$ cat src/hdl/bpfa_pkg.sv
// shared constants, codes and types of the page frame allocator
package bpfa_pkg;

   localparam int NUM_FRAMES  = 1048576;
   localparam int MAX_REGIONS = 64;
   localparam int MAP_WORDS   = (NUM_FRAMES + 31) / 32;
   localparam int WORD_AW     = (MAP_WORDS > 1) ? $clog2(MAP_WORDS) : 1;
   localparam int REG_AW      = (MAX_REGIONS > 1) ? $clog2(MAX_REGIONS) : 1;
   localparam int RCW         = $clog2(MAX_REGIONS + 1);
   localparam int FCW         = 22;
   localparam int WCW         = FCW - 5;
   localparam int REGION_W    = 66;
   localparam int REQ_DW      = 200;
   localparam int RSP_DW      = 40;

   localparam logic [FCW-1:0] NUM_F      = FCW'(NUM_FRAMES);
   localparam logic [20:0]    LIMIT_CAP  = 21'(NUM_FRAMES & ~7);
   localparam logic [RCW-1:0] MAX_R      = RCW'(MAX_REGIONS);
   localparam logic [63:0]    LOW_MEM    = 64'h0000_0000_0010_0000;
   localparam logic [63:0]    ADDR_TOP   = 64'h0000_0001_0000_0000;
   localparam logic [32:0]    ADDR_TOP33 = 33'h1_0000_0000;

   typedef enum logic [1:0] {
      ACT_ENTRY, ACT_FINISH, ACT_ALLOC, ACT_FREE
   } action_type;

   typedef enum logic [2:0] {
      ST_OK, ST_UNALIGNED, ST_RESERVED, ST_NOT_USABLE, ST_DOUBLE_FREE, ST_NO_MEMORY,
      ST_IGNORED
   } status_type;

   typedef enum logic [1:0] {
      CSR_KSTART, CSR_KEND, CSR_KPAGES, CSR_BOOTDIR
   } csr_type;

   typedef enum logic [3:0] {
      S_CLEAR, S_IDLE, S_ENTRY_SUM, S_ENTRY_APPLY, S_FILL_RD, S_FILL_WR, S_FIN_NEXT,
      S_ALLOC_RD, S_ALLOC_CHK, S_FREE_PRE, S_SCAN_RD, S_SCAN_CHK, S_FREE_RD, S_FREE_CHK,
      S_RESP
   } state_type;

   typedef struct packed {
      logic capture;
      logic clr_step;
      logic entry_sum;
      logic entry_apply;
      logic fin_load;
      logic fin_done;
      logic fill_rd;
      logic fill_wr;
      logic alloc_rd;
      logic alloc_chk;
      logic free_pre;
      logic scan_rd;
      logic scan_chk;
      logic free_rd;
      logic free_chk;
      logic rsp_load;
   } cmd_type;

   typedef struct packed {
      logic full;
      logic store;
      logic fill_done;
      logic fill_fin;
      logic fin_more;
      logic alloc_over;
      logic alloc_hit;
      logic pre_fail;
      logic scan_hit;
      logic scan_last;
      logic clr_last;
      logic slot_free;
   } stat_type;

endpackage

$ cat src/hdl/bpfa_ctrl.sv
// sequencing state machine of the page frame allocator
module bpfa_ctrl (
   input  logic               clock,
   input  logic               reset,
   input  logic               req_tvalid,
   input  logic [1:0]         req_tuser,
   input  bpfa_pkg::stat_type stat,
   output logic               req_tready,
   output bpfa_pkg::cmd_type  cmd
);

   bpfa_pkg::state_type state_ff, state_in;
   logic                accept;

   assign req_tready = (state_ff == bpfa_pkg::S_IDLE);
   assign accept     = req_tvalid && req_tready;

   always_ff @(posedge clock) begin
      if (reset) begin
         state_ff <= bpfa_pkg::S_CLEAR;
      end else begin
         state_ff <= state_in;
      end
   end

   always_comb begin
      state_in = state_ff;
      unique case (state_ff)
         bpfa_pkg::S_CLEAR: begin
            if (stat.clr_last) state_in = bpfa_pkg::S_IDLE;
         end
         bpfa_pkg::S_IDLE: begin
            if (accept) begin
               unique case (bpfa_pkg::action_type'(req_tuser))
                  bpfa_pkg::ACT_ENTRY:  state_in = bpfa_pkg::S_ENTRY_SUM;
                  bpfa_pkg::ACT_FINISH: state_in = bpfa_pkg::S_FIN_NEXT;
                  bpfa_pkg::ACT_ALLOC:  state_in = bpfa_pkg::S_ALLOC_RD;
                  bpfa_pkg::ACT_FREE:   state_in = bpfa_pkg::S_FREE_PRE;
               endcase
            end
         end
         bpfa_pkg::S_ENTRY_SUM: begin
            state_in = stat.full ? bpfa_pkg::S_RESP : bpfa_pkg::S_ENTRY_APPLY;
         end
         bpfa_pkg::S_ENTRY_APPLY: begin
            state_in = stat.store ? bpfa_pkg::S_FILL_RD : bpfa_pkg::S_RESP;
         end
         bpfa_pkg::S_FILL_RD: begin
            if (stat.fill_done) begin
               state_in = stat.fill_fin ? bpfa_pkg::S_FIN_NEXT : bpfa_pkg::S_RESP;
            end else begin
               state_in = bpfa_pkg::S_FILL_WR;
            end
         end
         bpfa_pkg::S_FILL_WR:  state_in = bpfa_pkg::S_FILL_RD;
         bpfa_pkg::S_FIN_NEXT: begin
            state_in = stat.fin_more ? bpfa_pkg::S_FILL_RD : bpfa_pkg::S_RESP;
         end
         bpfa_pkg::S_ALLOC_RD: begin
            state_in = stat.alloc_over ? bpfa_pkg::S_RESP : bpfa_pkg::S_ALLOC_CHK;
         end
         bpfa_pkg::S_ALLOC_CHK: begin
            state_in = stat.alloc_hit ? bpfa_pkg::S_RESP : bpfa_pkg::S_ALLOC_RD;
         end
         bpfa_pkg::S_FREE_PRE: begin
            state_in = stat.pre_fail ? bpfa_pkg::S_RESP : bpfa_pkg::S_SCAN_RD;
         end
         bpfa_pkg::S_SCAN_RD: state_in = bpfa_pkg::S_SCAN_CHK;
         bpfa_pkg::S_SCAN_CHK: begin
            if (stat.scan_hit) begin
               state_in = bpfa_pkg::S_FREE_RD;
            end else if (stat.scan_last) begin
               state_in = bpfa_pkg::S_RESP;
            end else begin
               state_in = bpfa_pkg::S_SCAN_RD;
            end
         end
         bpfa_pkg::S_FREE_RD:  state_in = bpfa_pkg::S_FREE_CHK;
         bpfa_pkg::S_FREE_CHK: state_in = bpfa_pkg::S_RESP;
         bpfa_pkg::S_RESP: begin
            if (stat.slot_free) state_in = bpfa_pkg::S_IDLE;
         end
         default: state_in = bpfa_pkg::S_CLEAR;
      endcase
   end

   always_comb begin
      cmd = '0;
      unique case (state_ff)
         bpfa_pkg::S_CLEAR:       cmd.clr_step = 1'b1;
         bpfa_pkg::S_IDLE:        cmd.capture = accept;
         bpfa_pkg::S_ENTRY_SUM:   cmd.entry_sum = 1'b1;
         bpfa_pkg::S_ENTRY_APPLY: cmd.entry_apply = 1'b1;
         bpfa_pkg::S_FILL_RD:     cmd.fill_rd = !stat.fill_done;
         bpfa_pkg::S_FILL_WR:     cmd.fill_wr = 1'b1;
         bpfa_pkg::S_FIN_NEXT: begin
            cmd.fin_load = stat.fin_more;
            cmd.fin_done = !stat.fin_more;
         end
         bpfa_pkg::S_ALLOC_RD:    cmd.alloc_rd = !stat.alloc_over;
         bpfa_pkg::S_ALLOC_CHK:   cmd.alloc_chk = 1'b1;
         bpfa_pkg::S_FREE_PRE:    cmd.free_pre = 1'b1;
         bpfa_pkg::S_SCAN_RD:     cmd.scan_rd = 1'b1;
         bpfa_pkg::S_SCAN_CHK:    cmd.scan_chk = 1'b1;
         bpfa_pkg::S_FREE_RD:     cmd.free_rd = 1'b1;
         bpfa_pkg::S_FREE_CHK:    cmd.free_chk = 1'b1;
         bpfa_pkg::S_RESP:        cmd.rsp_load = stat.slot_free;
         default:                 cmd = '0;
      endcase
   end

endmodule

$ cat config.mk
export PLATFORM = sky130hd
export DESIGN_NAME = bpfa_ctrl
export DESIGN_NICKNAME = d
export VERILOG_FILES = /design/src/hdl/bpfa_pkg.sv /design/src/hdl/bpfa_ctrl.sv
export SDC_FILE = /design/constraint.sdc
export NUM_CORES = 1
export LEC_CHECK = 0
export BUFFER_PORTS_ARGS = -buffer_cell sky130_fd_sc_hd__clkbuf_2
export CELL_PAD_IN_SITES_DETAIL_PLACEMENT = 1
export CELL_PAD_IN_SITES_GLOBAL_PLACEMENT = 2
export CORE_MARGIN = 4
export CORE_UTILIZATION = 23
export CTS_CLUSTER_DIAMETER = 100
export DETAILED_ROUTE_END_ITERATION = 16
export PLACE_DENSITY_LB_ADDON = 0.1
export SLEW_MARGIN = 30
export SYNTH_ARGS = -nofsm -noshare
export SYNTH_HDL_FRONTEND = slang
export SYNTH_SLANG_ARGS = --single-unit
$ cat constraint.sdc
create_clock -name clock -period 1.77 [get_ports clock]
set_input_delay 0.354 -clock clock [delete_from_list [all_inputs] [get_ports clock]]
set_output_delay 0.354 -clock clock [all_outputs]
set_load 0.02 [all_outputs]
==> After elaboration in Yosys (flattened, before gate mapping) <==
Index checks and enable logic that the tools add are counted.
W data, S select, Z words.
{ "classes": {"mux": 30, "eq_ne": 20, "reduce_logical": 7} }
{ "op_table": {"columns": ["op", "count"], "rows": [
  ["$pmux W4 S15", 1],
  ["$mux W4", 9],
  ["$eq A4 B4 Y1 const B", 7],
  ["$eq A4 B3 Y1 const B", 4],
  ["$pmux W4 S4", 1],
  ["$mux W1", 14],
  ["$mux W3", 4],
  ["$eq A4 B2 Y1 const B", 2],
  ["$eq A2 B2 Y1 const B", 2],
  ["$eq A4 B1 Y1 const B", 1],
  ["$logic_not A4 Y1", 1],
  ["$ne A2 B2 Y1 const B", 2],
  ["$logic_not A1 Y1", 3],
  ["$reduce_and A3 Y1", 1],
  ["$eq A2 B1 Y1 const B", 1],
  ["$logic_not A2 Y1", 1],
  ["$mux W2", 1],
  ["$ne A2 B1 Y1 const B", 1],
  ["$logic_and A1 B1 Y1", 1]
]} }
{ "totals": {"output_inout_bits": 17, "in_bits": 17, "reg_bits": 4} }

==> Depth between registers and ports, before layout <==
Gate-level depths: netlist (run 1).
{ "depth": {"depth_word": 4, "mapped_depth": 6, "ltp_nobuf": 6} }

==> Worst setup path after synthesis (run 1) <==
OpenSTA, ideal clock, no wires.
{ "synth_path": {"path_kind": "register to output", "start": "reg state_ff[3]", "end": "out cmd[9] (netlist bit)", "stages_incl_launch_ff": 4, "setup_slack_ns": 0.078, "t_required_ns": 1.416, "n_path_buf": 2, "arrival_ns": 1.338, "path_cell_list": "dfxtp_1 -> buf_6 -> buf_2 -> nor4_1"} }
{ "synth_lines": {"columns": ["element", "line_no", "rtl"], "rows": [
  ["start, declared", "bpfa_ctrl.sv:12", "bpfa_pkg::state_type state_ff, state_in;"],
  ["start signal, assigned", "bpfa_ctrl.sv:20", "state_ff <= bpfa_pkg::S_CLEAR;"],
  ["start signal, assigned", "bpfa_ctrl.sv:22", "state_ff <= state_in;"],
  ["end, declared", "bpfa_ctrl.sv:9", "output bpfa_pkg::cmd_type cmd"]
]} }

==> run metrics, run 1 <==
status complete, no violations; Net Count, Synth ~110; cts hold-fix bufs 0; Initial DRC Count 29; vias in the first global route 767; Biggest register state_ff; Post-DP Area 858 sq um; static leakage between 0.4 and 0.5 nW; P per Cell Area approximately 1500 mW/mm^2; total congestion overflow 0; Inserted Diodes 0; area leader, netlist dfxtp_1; Setup Viol. Count Final 0; Highest Clock Rate between 500 and 600 MHz; Final min period between 1.5 and 2 ns; syn avg cell area ~7.5 sq um; largest net degree at the start of global routing 16; Buf/Inv on CP 2; post-synth top area share 12.2%; nets 147; crit path DAT about 1.4 ns; Layout Cell Area excl Fill approximately 910 sq um; Largest regs state_ff: 4 flops; CTS tree yes; max_cap viols 0; Initial Util between 20% and 30%; crit path launch type flip-flop; EDFF count, synth 0; Post-Syn Area between 600 and 700 sq um; placed cells 153; Via density 5.21; clk_skew 0.00506 ns; Max Slew Vio Count 0; maximum VDD drop 0.000526 V; top post-synthesis cells by count 11 x nor2_1, 6 x nor3_1; Mapped Cells 88; root buf cell clkbuf_4; CTS buffer count 3; worst skew pair latency 0.24 ns; Unique masters post-synth 43; sequential-to-total area share from yosys stat 12.2%; critical path's slowest cell dfxtp_1; I/O pin count 34; Core Footprint roughly 0.0027 sq mm; Remaining DRCs 0; CP max stage delay 0.42 ns; chip width 61.4 um; Tcrit/Tclk final 96.8%; top-count cell post-synth nor2_1; unrepaired setup endpoints after global routing true; Non-Filler Instances 156; min-delay worst type input pin to flip-flop; Syn. warnings 0; # port buffers 33; Crit path required time 1.42 ns; H-tree levels 1; Storage cell area 86.3 sq um; post-CTS setup buffer count 0; Final Hold Violating Endpoints 0; routed len/inst 16.1 um; Worst Path Max Fanout 9; die area around 0.0038 sq mm; initial antenna violation count 0; critical path class flip-flop to primary output; GRT Max-Usage Layer met2; antenna-violating nets left 0; Crit path max-delay family flip-flops; Rel. slew slack 80.2%; DPL Wire Length 2.06 mm; area of the multi-input gates 527 sq um; cell breakdown of the critical path buf_4 -> and2_2 -> and3_1 -> clkbuf_2; CP endpoint kind primary output; first-pass GRT wire length 3.84 mm; Num Clock Sinks 4; number of flip-flops in the largest register 4; synthesized flop and latch total 4; layout cell share with drive strength beyond 1 47.2%; fillers 353; Async SR Flop Fraction 0%; final WL 2.50 mm; Worst Max-Slew Pin Slew 0.295 ns; die height slightly above 60 um; DR vias 813; Synth-to-Final Area Change 39.2%; row count 19; CTS max path bufs 2; met1 Track Usage GR between 10% and 20%; met2 Track Usage GR 23.0%; gpl congestion 0.785; GR Util met3 1.68%; ranking of synthesized cells by area dfxtp_1 12%, buf_6 6.9%, nor2_1 6.3%; drt first pass iters 4; Setup TNS 0 ns; hold_ws 0.348 ns; total track usage 13.5%; clock slew at reported path FFs 0.04 ns; ys flop type dfxtp_1
==> routing by layer <==
metal / vias up / share of wire, %
met2: 23 / 48
met4: 0 / 0.80
li1: 407 / -
met5: - / 0
met1: 381 / 46
met3: 2 / 4.6
==> worst reg2reg max path, cell delays in order, from the launching register on <==
cell,delay (ns)
dfxtp_2,0.38
buf_4,0.19
nor3_1,0.28
a221o_1,0.31
inv_2,0.04
a32o_1,0.24
==> stage by stage <==
step	power (mW)	utilization, %	setup WS (ns)
6_report	1.38	33.5	0.0573
3_5_place_dp	1.22	31.4	0.116
3_3_place_gp	1.22	31.4	0.111
2_1_floorplan	0.938	-	0.0781
5_1_grt	1.50	33.5	-0.0200
4_1_cts	1.35	32.4	0.00551
==> logic make-up (layout without fill, tap and decap cells) <==
logic type | after synthesis | count (layout) | synth area share [%]
simple gates | 42 | 42 | 38.1
fa+ha+maj | 3 | 3 | 5.71
flops | 4 | 4 | 12.2
compound gates | 26 | 26 | 29.1
mux | 2 | 2 | 3.05
buf+inv | 11 | 48 | 11.8
==> final cells by class <==
cell class              instances  share of cell area [%]
well taps                      31                    4.24
repair buffers                 41                    24.6
flip-flops and latches          4                    9.44
clock buffers                   3                    2.46
inverters                       4                    1.64
multi-input cells              73                    57.6
==> timing repair <==
| action | 4_1_cts | 5_1_grt |
|---|---|---|
| pin swaps | 0 | 0 |
| endpoints found under the setup margin | 11 | 10 |
| gates resized for setup | 3 | 8 |
==> cells in the final DEF, fill, tap and decap left out, types with 3 or more instances in the layout <==
master    count
nor2_1       11
clkbuf_2     32
nand2_1       3
clkbuf_4      3
a21oi_1       4
buf_4         8
ha_1          3
o21ai_0       3
a31oi_1       4
nor3_1        5
inv_1         3
==> path summary, 6_finish.rpt <==
kind | start | to | slack (ns) | cells after the start
worst max-delay path | state_ff[1] | cmd[0] | 0.06 | 4
worst max register to register | state_ff[3] | state_ff[0] | 0.22 | 5
worst min-delay path | reset | state_ff[2] | 0.35 | 2
worst min register to register | state_ff[3] | state_ff[0] | 0.78 | 2
==> power breakdown <==
group | leakage (nW) | internal, mW | switching, mW | total (mW)
combinational | 0.359 | 0.455 | 0.562 | 1.02
sequential | 0.0343 | 0.139 | 0.109 | 0.248
clock | 0.0138 | 0.0757 | 0.0366 | 0.112
total | 0.408 | 0.670 | 0.707 | 1.38
No activity file was read; power rests on OpenSTA's default activity.
==> run 2: changes to the inputs <==
--- a/config.mk
+++ b/config.mk
@@ -5,14 +5,16 @@
 export SDC_FILE = /design/constraint.sdc
 export NUM_CORES = 1
 export LEC_CHECK = 0
+export ABC_AREA = 1
 export BUFFER_PORTS_ARGS = -buffer_cell sky130_fd_sc_hd__clkbuf_2
 export CELL_PAD_IN_SITES_DETAIL_PLACEMENT = 1
 export CELL_PAD_IN_SITES_GLOBAL_PLACEMENT = 2
 export CORE_MARGIN = 4
-export CORE_UTILIZATION = 23
+export CORE_UTILIZATION = 18
 export CTS_CLUSTER_DIAMETER = 100
 export DETAILED_ROUTE_END_ITERATION = 16
 export PLACE_DENSITY_LB_ADDON = 0.1
+export SKIP_LAST_GASP = 1
 export SLEW_MARGIN = 30
 export SYNTH_ARGS = -nofsm -noshare
 export SYNTH_HDL_FRONTEND = slang
==> run 2 against run 1 <==
Compared with the run above:
- first-iteration DRC count fell by 21%
- final area fell by 5.2%
- register-to-register slack improved by 0.16 ns
- final cell count rose by 28%
- setup slack improved by 0.039 ns
- sequential share of layout area rose by 0.37 points
- synthesized cell count rose by 36%
- critical path type unchanged
- critical endpoint is now cmd[15]
- largest power group unchanged
==> run metrics, run 2 <==
CTS tree yes; first-pass GRT wire length 3.88 mm (+1.1%); status complete, no violations; Max Slew Vio Count 0 (unchanged); ranking of synthesized cells by area nand2_1 24%, nor2_1 14%, dfxtp_1 13%; met1 WL 1.06 mm (-8.3%); CP Launch Point state_ff[0]; DR vias 823 (+1.2%); post-CTS setup buffer count 0 (unchanged); DPL Wire Length 2.07 mm (+0.44%); Worst Path Max Fanout 6 (-3); unrepaired setup endpoints after global routing true; Rel. slew slack 80.1% (-0.11 points); total congestion overflow 0 (unchanged); antenna-violating nets left 0 (unchanged); most common cell after layout, fill and taps aside nand2_1; Inserted Diodes 0 (unchanged); area leader, netlist nand2_1; cell breakdown of the critical path inv_1 -> nor2_2 -> nand2_1 -> nor2_1 -> clkbuf_2; clock slew at reported path FFs 0.04 ns (about the same); die area 0.00436 sq mm (+15%); Highest Clock Rate 597 MHz (+2.3%); Largest regs state_ff: 4 flops; die height 66 um (+7.4%); Initial DRC Count 23 (-21%); Crit path max-delay family simple AND/OR/NAND/NOR gates; CTS buffer count 3 (unchanged); row count 20 (+1); Biggest register state_ff; crit path launch type flip-flop; Buf/Inv on CP 2 (unchanged); Synth-to-Final Area Change 43.2%; syn avg cell area 5.05 sq um (-32%); Async SR Flop Fraction 0% (unchanged); gpl congestion 0.741 (-5.6%); layout cell share with drive strength beyond 1 34.0% (-13 points); critical path class flip-flop to primary output; Setup TNS 0 ns (unchanged); RR Startpoint state_ff[0]; initial antenna violation count 0 (unchanged); nets 178 (+21%); static leakage 0.549 nW (+35%); Num Clock Sinks 4 (unchanged); Net Count, Synth 140 (+30%); PnR worst setup slack 0.0960 ns (+0.0387 ns); EDFF count, synth 0 (unchanged); Initial Util 19.4% (-4.7 points); CP endpoint kind primary output; Unique masters post-synth 17 (-60%); worst reg2reg path depth 8 (+3); # port buffers 33 (unchanged); Final Hold Violating Endpoints 0 (unchanged); synthesized flop and latch total 4 (unchanged); max_cap viols 0 (unchanged); Mapped Cells 120 (+36%); H-tree levels 1 (unchanged); Layout Cell Area excl Fill 867 sq um (-5.2%); critical path's slowest cell dfxtp_2; post-synth top area share 23.6% (+11 points); Critical R2R Capture state_ff[1]; sequential-to-total area share from yosys stat 13.2% (+1.0 points); Remaining DRCs 0 (unchanged); CTS max path bufs 2 (unchanged); Worst Max-Slew Pin Slew 0.299 ns (+0.00360 ns); worst skew pair latency 0.24 ns (about the same); drt first pass iters 4 (unchanged); Via density 4.12 (-21%); CP max stage delay 0.39 ns (-0.03 ns); Final min period 1.67 ns (-0.0387 ns); min-delay worst type input pin to flip-flop; chip width 66 um (+7.4%); Post-Syn Area 606 sq um (-7.8%); metal3 WL 128 um (+12%); R2R Setup Slk 0.38 ns (+0.16 ns); met2 wire len 1.08 mm (-11%); Tcrit/Tclk final 94.6% (-2.2 points); total track usage 11.5% (-2.0 points); cts hold-fix bufs 0 (unchanged); maximum VDD drop 0.000604 V (+15%); final WL 2.27 mm (-9.2%); routed len/inst 11.4 um (-29%); I/O pin count 34 (unchanged); Core Footprint 0.00313 sq mm (+14%); ys flop type dfxtp_1; Setup Viol. Count Final 0 (unchanged); number of flip-flops in the largest register 4 (unchanged); top-count cell post-synth nand2_1; largest net degree at the start of global routing 7 (-9); clk_skew 0.00313 ns (-0.00193 ns); Post-DP Area 826 sq um (-3.8%); pre-CTS WS 0.244 ns (+0.128 ns); Syn. warnings 0 (unchanged); root buf cell clkbuf_4; P per Cell Area 1260 mW/mm^2 (-16%); crit path DAT 1.32 ns (-0.04 ns); top post-synthesis cells by count 38 x nand2_1, 23 x nor2_1, 21 x inv_1; Crit path required time 1.42 ns (about the same); most frequent cells in the layout 38 x nand2_1, 33 x clkbuf_2, 21 x inv_1, 21 x nor2_1, 9 x nand3_1; vias in the first global route 854 (+11%); Crit path depth 5 (+1); critical path capture point cmd[15]; max layer used met3
==> run 2: changes by cell type in the layout (fill, tap and decap cells not counted), moves of 3 or more <==
cell,previous run,this run
nor2_1,11,21
o21ai_1,0,4
nor3_1,5,2
a31oi_1,4,0
inv_1,3,21
buf_4,8,0
o21ai_0,3,0
nor2_2,0,7
nand2_1,3,38
nand3_1,0,9
==> run 2: power by group <==
part,switching (mW),leakage [nW],total (mW),internal (mW)
Clock,0.0384,0.0138,0.114,0.0759
Combinational,0.536,0.500,0.780,0.243
Sequential,0.0691,0.0344,0.202,0.133
==> run 2: logic make-up (layout without fill, tap and decap cells) <==
logic type | Yosys count | count (layout) | synth area share [%]
fa+ha+maj | 3 | 3 | 6.20
flops | 4 | 4 | 13.2
buf+inv | 23 | 59 | 14.3
compound gates | 9 | 9 | 8.26
simple gates | 81 | 81 | 58.1
==> run 2: worst min path at each step <==
| stage | start | endpoint | slack (ns) | cells after the start |
|---|---|---|---|---|
| global placement | reset | state_ff[2] | 0.56 | 2 |
| global route | reset | state_ff[2] | 0.32 | 2 |
| detailed placement | reset | state_ff[2] | 0.57 | 2 |
| finish | reset | state_ff[2] | 0.32 | 2 |
| floorplan | reset | state_ff[2] | 0.42 | 1 |
| CTS | reset | state_ff[2] | 0.32 | 2 |
==> run 2: area by class of cell <==
type	instances	area, sq um
Multi-Input combinational cell	93	453
Clock buffer	3	22.5
Timing Repair Buffer	33	165
Fill cell	451	2260
Tap cell	44	55.1
Sequential cell	4	85.1
Inverter	23	86.3
==> run 2: per-layer routing <==
layer,GRT usage (%),up-vias
met1,15.5,364
li1,-,439
met5,0,-
met4,1.52,0
met3,3.06,0
met2,18.9,20
==> run 2: stage by stage <==
stage / power [mW] / hold slack [ns] / cells / utilization (%)
final: 1.10 / 0.319 / 200 / 27.7
after global routing: 1.23 / 0.317 / 200 / 27.7
after CTS: 1.09 / 0.321 / 200 / 27.3
after detailed placement: 0.961 / 0.568 / 197 / 26.4
after global placement: 0.959 / 0.564 / 197 / 26.4
after floorplan: 0.712 / 0.416 / 120 / -
==> run 2: timing repair <==
action                                  CTS  global route
pin swaps                                 0             0
endpoints found under the setup margin    2             9
resized for setup                         2             5
